File: config.mk
export PLATFORM = sky130hd
export DESIGN_NAME = src_ctrl
export DESIGN_NICKNAME = d
export VERILOG_FILES = /design/src/rtl/src_pkg.sv /design/src/rtl/src_ctrl.sv
export SDC_FILE = /design/constraint.sdc
export NUM_CORES = 1
export LEC_CHECK = 0
export BUFFER_PORTS_ARGS = -buffer_cell sky130_fd_sc_hd__buf_2
export CAP_MARGIN = 20
export CORE_AREA = 2 2 39 41
export DETAILED_ROUTE_END_ITERATION = 10
export DIE_AREA = 0 0 41 43
export HOLD_SLACK_MARGIN = 0.15
export RECOVER_POWER = 25
export SLEW_MARGIN = 20
export SYNTH_ARGS = -nofsm -noshare
export SYNTH_HDL_FRONTEND = slang
export SYNTH_SLANG_ARGS = --single-unit
export TNS_END_PERCENT = 10
File: constraint.sdc
create_clock -name clk -period 1.21 [get_ports clk]
set_clock_uncertainty 0.1 [all_clocks]
set_input_delay 0.1815 -clock clk [delete_from_list [all_inputs] [get_ports clk]]
set_output_delay 0.1815 -clock clk [all_outputs]
set_load 0.03 [all_outputs]
File: src/rtl/src_pkg.sv
// Shared constants, types and control structs for the scored record cache.
// No dependencies; every other file except src_ram imports this package.
package src_pkg;

    localparam int ENTRIES    = 16;
    localparam int IDX_W      = $clog2(ENTRIES);
    localparam int CNT_W      = $clog2(ENTRIES + 1);
    localparam int KEY_W      = 32;
    localparam int SCORE_W    = 16;
    localparam int INC_W      = 10;
    localparam int DEC_W      = 11;
    localparam int AGE_W      = SCORE_W + 2;
    localparam int OUT_CNT_W  = 5;
    localparam int ENTRY_W    = KEY_W + SCORE_W;

    localparam logic [SCORE_W-1:0] SCORE_MAX = {SCORE_W{1'b1}};

    // configuration register indexes
    localparam int CFG_IDX_W  = 1;
    localparam int CFG_DATA_W = DEC_W;
    localparam logic [CFG_IDX_W-1:0] CFG_SCORE_INC = 1'b0;
    localparam logic [CFG_IDX_W-1:0] CFG_SCORE_DEC = 1'b1;

    localparam logic [INC_W-1:0] INC_RESET = 10'd5;
    localparam logic [DEC_W-1:0] DEC_RESET = 11'h7FF;

    // controller -> datapath
    typedef struct packed {
        logic start;
        logic rd_walk;
        logic rd_move;
        logic rd_fill;
        logic walk_eval;
        logic move_step;
        logic move_commit;
        logic fill_wr;
        logic out_load;
    } src_cmd_t;

    // datapath -> controller
    typedef struct packed {
        logic walk_stop;
        logic eval_hit;
        logic move_stop;
        logic move_le;
        logic fill_go;
        logic out_full;
    } src_sts_t;

endpackage

File: src/rtl/src_ctrl.sv
// Sequencer for the cache walk: read, evaluate, move-up, fill, respond.
// Depends on src_pkg; drives src_dp through src_cmd_t.
module src_ctrl import src_pkg::*; (
    input  logic     clk,
    input  logic     rst_n,
    input  logic     req_valid,
    output logic     req_ready,
    input  src_sts_t sts,
    output src_cmd_t cmd
);

    localparam logic [2:0] ST_IDLE    = 3'd0;
    localparam logic [2:0] ST_W_ADDR  = 3'd1;
    localparam logic [2:0] ST_W_EVAL  = 3'd2;
    localparam logic [2:0] ST_M_ADDR  = 3'd3;
    localparam logic [2:0] ST_M_EVAL  = 3'd4;
    localparam logic [2:0] ST_FILL_RD = 3'd5;
    localparam logic [2:0] ST_FILL_WR = 3'd6;
    localparam logic [2:0] ST_DONE    = 3'd7;

    logic [2:0] state_reg;
    logic [2:0] state_next;

    assign req_ready = (state_reg == ST_IDLE);

    // next state and commands
    always_comb
    begin
        state_next = state_reg;
        cmd        = '0;
        case (state_reg)
            ST_IDLE:
            begin
                if (req_valid)
                begin
                    cmd.start  = 1'b1;
                    state_next = ST_W_ADDR;
                end
            end
            ST_W_ADDR:
            begin
                if (sts.walk_stop)
                begin
                    state_next = sts.fill_go ? ST_FILL_RD : ST_DONE;
                end
                else
                begin
                    cmd.rd_walk = 1'b1;
                    state_next  = ST_W_EVAL;
                end
            end
            ST_W_EVAL:
            begin
                cmd.walk_eval = 1'b1;
                state_next    = sts.eval_hit ? ST_M_ADDR : ST_W_ADDR;
            end
            ST_M_ADDR:
            begin
                if (sts.move_stop)
                begin
                    cmd.move_commit = 1'b1;
                    state_next      = ST_W_ADDR;
                end
                else
                begin
                    cmd.rd_move = 1'b1;
                    state_next  = ST_M_EVAL;
                end
            end
            ST_M_EVAL:
            begin
                if (sts.move_le)
                begin
                    cmd.move_step = 1'b1;
                    state_next    = ST_M_ADDR;
                end
                else
                begin
                    cmd.move_commit = 1'b1;
                    state_next      = ST_W_ADDR;
                end
            end
            ST_FILL_RD:
            begin
                cmd.rd_fill = 1'b1;
                state_next  = ST_FILL_WR;
            end
            ST_FILL_WR:
            begin
                cmd.fill_wr = 1'b1;
                state_next  = ST_DONE;
            end
            ST_DONE:
            begin
                if (!sts.out_full)
                begin
                    cmd.out_load = 1'b1;
                    state_next   = ST_IDLE;
                end
            end
            default:
            begin
                state_next = ST_IDLE;
            end
        endcase
    end

    always_ff @(posedge clk or negedge rst_n)
    begin
        if (!rst_n)
        begin
            state_reg <= ST_IDLE;
        end
        else
        begin
            state_reg <= state_next;
        end
    end

endmodule

Word level (Yosys, flattened, before mapping)

Index checks and enable logic that the tools add are counted.

Eq/ne operators: 9
Mux-type cells: 24
Reductions and logical operators: 2

Operators with widths:

| cell                                                | count |
|---|---|
| case mux 3 bit (8 select lines)                     | 1 |
| two-way mux 1 bit                                   | 15 |
| equality test 3 bit, second input constant          | 4 |
| two-way mux 3 bit                                   | 4 |
| equality test 3 x 2 -> 1 bit, second input constant | 2 |
| two-way mux 2 bit                                   | 3 |
| inequality test 2 bit, second input constant        | 2 |
| equality test 3 x 1 -> 1 bit, second input constant | 1 |
| zero test 3 bit                                     | 1 |
| case mux 1 bit (2 select lines)                     | 1 |
| AND reduction 2 bit                                 | 1 |

Register bits: 3
Input port bits: 9
Output and inout port bits: 10
Logic and storage cells: 36

Longest topological paths before layout

Gate-level depths: netlist (run 1).

Depth after elaboration: 3
Gate-level depth with buffers: 4
Depth with buffers taken out: 3

Least setup slack after synthesis (run 1)

OpenSTA, ideal clock, no wires.

Kind: flip-flop to output port
Start point: register state_reg[2]
End point: output port cmd[8] (netlist name)
Arrival time: 1606 ps
Required time: 928 ps
Slack: -678 ps
Cell stages (with the launch flop): 4
Path buffers: 1
Path through: dfrtp_1 > buf_6 > nor3_1 > and2_1

RTL lines:

| element                | line            | source |
|---|---|---|
| start, declared        | src_ctrl.sv:21  | `logic [2:0] state_reg;` |
| start signal, assigned | src_ctrl.sv:116 | `state_reg <= state_next;` |
| end, declared          | src_ctrl.sv:9   | `output src_cmd_t cmd` |

==> results_dict.tcl, run 1 <==
set metrics [dict create \
    powerDensity_nw_per_um2 2845 \
    synth_area_um2 355.3 \
    rows 14 \
    arrival_ps 1270 \
    place_congestion 0.8180 \
    worst_setup_path_end_kind "output pin" \
    grt_remaining_overflow 0 \
    cts.htree.levels 1 \
    crit_chain "buf_12 -> nor4b_4 -> buf_4" \
    die-area_um2 1763 \
    crit_family "flip-flops" \
    synthesis.instances 42 \
    start_util_pct 25.68 \
    seqPwrFrac_pct 13.7 \
    cts_sinks 3 \
    die_width_um 41 \
    avgSynthCellArea_um2 8.461 \
    cts_buffers 3 \
    clk-insertion-delay-late_ps 240 \
    crit_fanout 4 \
    layout_common_cells "buf_4, buf_6, buf_2" \
    rrSetupSlack_ps -130 \
    worstSetupStartpointType "flop" \
    core_area_um2 1384 \
    critPathSlowestCell "dfrtp_2" \
    max-vdd-ir-drop_v 0.001326 \
    finalHoldViolations 0 \
    rsz0062_at_grt "true" \
    final.setup.tns_ps -2801 \
    synthTopCellsByArea "dfrtp_1, buf_6, a21oi_1, nor3_2, o32ai_2" \
    static-leakage-power_uw 0.0003228 \
    status "finished with violations" \
    r2r_cells 6 \
    failed_checks "setup timing" \
    dr.pass1.iters 4 \
    worst_slew_pin_slew_ps 210.0 \
    io_buffers 18 \
    max_freq_ghz 0.6463 \
    reg2reg_to "state_reg[0]" \
    total_power_uw 2019 \
    max_stage_delay_ps 440 \
    antenna_found_initial 0 \
    netlist.area_leader.share_pct 21.13 \
    synth_top_area_cell "dfrtp_1" \
    p_switching_uw 910.8 \
    period_needed_ps 1547 \
    ys_types 25 \
    worstReg2RegStart "state_reg[1]" \
    wl_per_cell_um 11.13 \
    layout_setup_ws_ps -337.2 \
    root_buffer "clkbuf_4" \
    die_y_um 43 \
    synth-seq-cells 3 \
    antenna_cells 0 \
    pwr-share-clk_pct 8.9 \
    drtIter0Drc 2 \
    area_growth_pct 99.65 \
    vias_per_cell 4.656 \
    first_global_vias 373 \
    maxSlewHeadroom_pct 86.00 \
    crit_required_ps 930 \
    min_period_over_period_pct 127.9 \
    syn_nets 51 \
    drc 0 \
    path_class "reg2out" \
    yosysWarnings 0 \
    crit_buf_inv 2 \
    vias 419 \
    layout-drive-gt1-share_pct 72.97 \
    cts_tree "done" \
    drv_slew 0 \
    cts_buffer_depth 2 \
    grt_max_degree 9 \
    setup_violations 13 \
    swShare_pct 45.12 \
    drtAntennaViolNets 0 \
    ys_seq_area_share_pct 21.13 \
    io_pins 19 \
    final_common_cell "buf_4" \
    clkTransAtPathRegs_ps 40 \
    track_usage_pct 13.17 \
    grt_pass1_wl_um 1566 \
    power_frac_comb_pct 77.3 \
    place_hpwl_um 738.3 \
    largest_reg_flops 3 \
    nets 84 \
    maxCapViolations 0 \
    internal-power_uw 1108 \
    wl_um 1002 \
    hold_path.class "in2async" \
]
[per-stage QoR]
step | cells | area [µm²] | utilization [%] | hold slack [ps] | setup WS, ps
floorplan | 42 | 404.1 | - | -214.1 | -183.0
detailed placement | 81 | 555.5 | 40.14 | -119.8 | -223.0
global route | 90 | 709.4 | 51.27 | 210.2 | -381.6
finish | 90 | 709.4 | 51.27 | 179.2 | -337.2
global placement | 81 | 555.5 | 40.14 | -120.3 | -184.1
CTS | 89 | 673.1 | 48.64 | 162.5 | -350.4
[cell usage after synthesis]
library cell  n
a21oi_1       4
nand2_1       4
buf_6         3
dfrtp_1       3
nor2_1        3
nor3_1        3
inv_1         2
nand2b_1      2
nor3_2        2
a211oi_2      1
a21o_1        1
a2bb2oi_1     1
and2_1        1
and3_1        1
and3b_2       1
buf_2         1
nand2_4       1
nand3_1       1
nand3b_1      1
nor3b_1       1
nor3b_2       1
nor4b_2       1
o21ai_1       1
o22a_1        1
o32ai_2       1
[metal layers]
layer  global-route usage [%]  vias to the layer above  part of all wire [%]
met5                        0                        -                     0
met4                    6.000                        0                     0
met2                    20.63                       10                    54
li1                         -                      216                     -
met3                    3.141                        0                   3.9
met1                    16.13                      193                    42
[layout make-up]
type	count	area, µm²
multi-input cells	33	309.0
well taps	16	20.02
clock buffers	4	26.28
flip-flops and latches	3	78.83
inverters	2	7.507
fillers	135	674.4
repair buffers	32	267.8
[worst max-delay path by stage]
| stage | slack, ps | end | from | depth (start not counted) |
|---|---|---|---|---|
| 4_1_cts | -350 | cmd[7] | state_reg[1] | 3 |
| 2_1_floorplan | -180 | cmd[8] | state_reg[0] | 2 |
| 6_report | -340 | cmd[7] | state_reg[1] | 3 |
| 5_1_grt | -380 | cmd[2] | state_reg[0] | 4 |
| 3_3_place_gp | -180 | cmd[2] | state_reg[0] | 3 |
| 3_5_place_dp | -220 | cmd[2] | state_reg[0] | 4 |
[cell families (layout without fill, tap and decap cells)]
family | count (synthesis) | after routing | synth area share, %
buffers and inverters | 6 | 38 | 13.03
AND/OR/NAND/NOR | 23 | 23 | 43.66
AO/OA/AOI/OAI | 10 | 10 | 22.18
flip-flops | 3 | 3 | 21.13
[repair_timing]
action | in CTS | in global routing
endpoints found under the setup margin | 13 | 13
gates cloned | 0 | 0
buffers inserted | 3 | 1
hold endpoints to repair | 3 | 0
hold buffers | 1 | 0
gates resized for setup | 21 | 8
pin swaps | 5 | 2
[power by group through the flow]
stage	clock, µW	combinational [µW]	sequential (µW)
5_1_grt	195	1680	289
3_3_place_gp	0	1220	272
3_5_place_dp	0	1230	276
4_1_cts	190	1470	276
6_report	181	1560	277
2_1_floorplan	0	925	229
Note: power is estimated with default switching activity, not from simulation.
==> run 2: changes to the inputs <==
--- a/config.mk
+++ b/config.mk
@@ -12,6 +12,7 @@
 export DIE_AREA = 0 0 41 43
 export HOLD_SLACK_MARGIN = 0.15
 export RECOVER_POWER = 25
+export SETUP_SLACK_MARGIN = 0.3
 export SLEW_MARGIN = 20
 export SYNTH_ARGS = -nofsm -noshare
 export SYNTH_HDL_FRONTEND = slang
==> constraint.sdc (replaced) <==
create_clock -name clk -period 1.8 [get_ports clk]
set_clock_uncertainty 0.1 [all_clocks]
set_input_delay 0.27 -clock clk [delete_from_list [all_inputs] [get_ports clk]]
set_output_delay 0.27 -clock clk [all_outputs]
set_load 0.03 [all_outputs]
==> run 2 against run 1 <==
Effect of this change: the run now ends clean; count of clock-buffer cells in the layout unchanged; sequential share of layout area grew 3.4 points; non-clock buffer count fell by 5; hold slack improved by 87 ps; largest cell class unchanged; highest routed layer unchanged.
==> results_dict.tcl, run 2 (synthesis results as in run 1) <==
set metrics [dict create \
    status "finished, final reports clean" \
    stdcell_count 85 \
    place_congestion 0.7218 \
    wl_um 911 \
    die-area_um2 1763 \
    clkTransAtPathRegs_ps 40 \
    rows 14 \
    min_period_over_period_pct 89.67 \
    antenna_found_initial 0 \
    drc 0 \
    max_stage_delay_ps 420 \
    grt_remaining_overflow 0 \
    critPathSlowestCell "dfrtp_2" \
    max-vdd-ir-drop_v 0.0009052 \
    total_power_uw 1034 \
    finalHoldViolations 0 \
    cts_tree "done" \
    die_width_um 41 \
    die_y_um 43 \
    pwr-share-clk_pct 11.5 \
    setup_violations 0 \
    drv_slew 0 \
    io_buffers 18 \
    maxCapViolations 0 \
    whs_ps 265.7 \
    nets 79 \
    root_buffer "clkbuf_4" \
    layout-drive-gt1-share_pct 59.42 \
    powerDensity_nw_per_um2 1909 \
    hold_path.class "in2async" \
    core_area_um2 1384 \
    placed_cell_area_um2 444.2 \
    maxSlewHeadroom_pct 79.56 \
    arrival_ps 1240 \
    crit_chain "buf_6 -> nand2_4 -> o32ai_2 -> buf_4" \
    cts_buffers 3 \
    max_freq_ghz 0.6196 \
    io_pins 19 \
    cts_buffer_depth 2 \
    grt_max_degree 17 \
    clk-insertion-delay-late_ps 230 \
    track_usage_pct 12.65 \
    grt_pass1_wl_um 1511 \
    worst_slew_pin_slew_ps 306.5 \
    largest_reg_flops 3 \
    static-leakage-power_uw 0.0002705 \
    dpl.cell_count 73 \
    period_needed_ps 1614 \
    seqPwrFrac_pct 21.2 \
    crit_buf_inv 2 \
    swShare_pct 49.64 \
    drtIter0Drc 9 \
    first_global_vias 350 \
    path_class "reg2out" \
    cts.htree.levels 1 \
    worst_setup_path_end_kind "output pin" \
    antenna_cells 0 \
    worstSetupStartpointType "flop" \
    dr.pass1.iters 3 \
    final.setup.tns_ps 0 \
    crit_family "flip-flops" \
    cts_sinks 3 \
    rsz0062_at_grt "true" \
    drtAntennaViolNets 0 \
    internal-power_uw 520.8 \
    area_growth_pct 52.46 \
    vias_per_cell 4.612 \
    design_area_um2 541.8 \
    final_common_cell "buf_2" \
    layout_common_cells "buf_2, buf_4, nand2_1, a21oi_1" \
    crit_required_ps 1430 \
    p_switching_uw 513.4 \
    power_frac_comb_pct 67.3 \
    start_util_pct 25.68 \
    crit_fanout 6 \
    vias 392 \
    wl_per_cell_um 10.72 \
]
==> run 2: changes by cell type in the layout (fill, tap and decap cells not counted), sizes merged <==
cell  before  now
buf       30   25
==> run 2: routing by layer <==
layer	global-route usage (%)	part of all wire [%]
met3	0	3.0
met1	17.04	43
met4	8.667	0
met5	0	0
met2	18.75	54
==> run 2: area by class of cell <==
type / instances / area (µm²)
fillers: 149 / 842.1
multi-input cells: 33 / 244.0
repair buffers: 27 / 165.2
flip-flops and latches: 3 / 78.83
clock buffers: 4 / 26.28
well taps: 16 / 20.02
inverters: 2 / 7.507
==> run 2: timing repair <==
action,in CTS,in global routing
pin swaps,0,0
hold buffers,1,0
gates resized for setup,7,0
buffers inserted,7,0
endpoints found under the setup margin,10,10
hold endpoints to repair,3,0
==> run 2: power groups by stage <==
stage / combinational (µW) / clock [µW] / sequential (µW)
2_1_floorplan: 559 / 0 / 146
3_3_place_gp: 503 / 0 / 256
3_5_place_dp: 507 / 0 / 262
4_1_cts: 693 / 127 / 216
5_1_grt: 759 / 132 / 232
6_report: 696 / 119 / 219
==> run 2: metrics by stage <==
step	setup WS [ps]	utilization, %
finish	186.0	39.15
CTS	176.7	39.24
global placement	266.2	32.10
floorplan	128.0	-
detailed placement	237.5	32.10
global route	90.22	39.15
==> run 2: worst paths after layout <==
path                              start           end  slack (ps)  depth (start not counted)
max                        state_reg[1]        cmd[2]         190                          4
min reg2reg                state_reg[1]  state_reg[0]         650                          2
max reg2reg                state_reg[1]  state_reg[0]         450                          5
min in group clk                 sts[4]  state_reg[1]         310                          4
max in group asynchronous         rst_n  state_reg[0]        1170                          2
min                               rst_n  state_reg[1]         270                          2
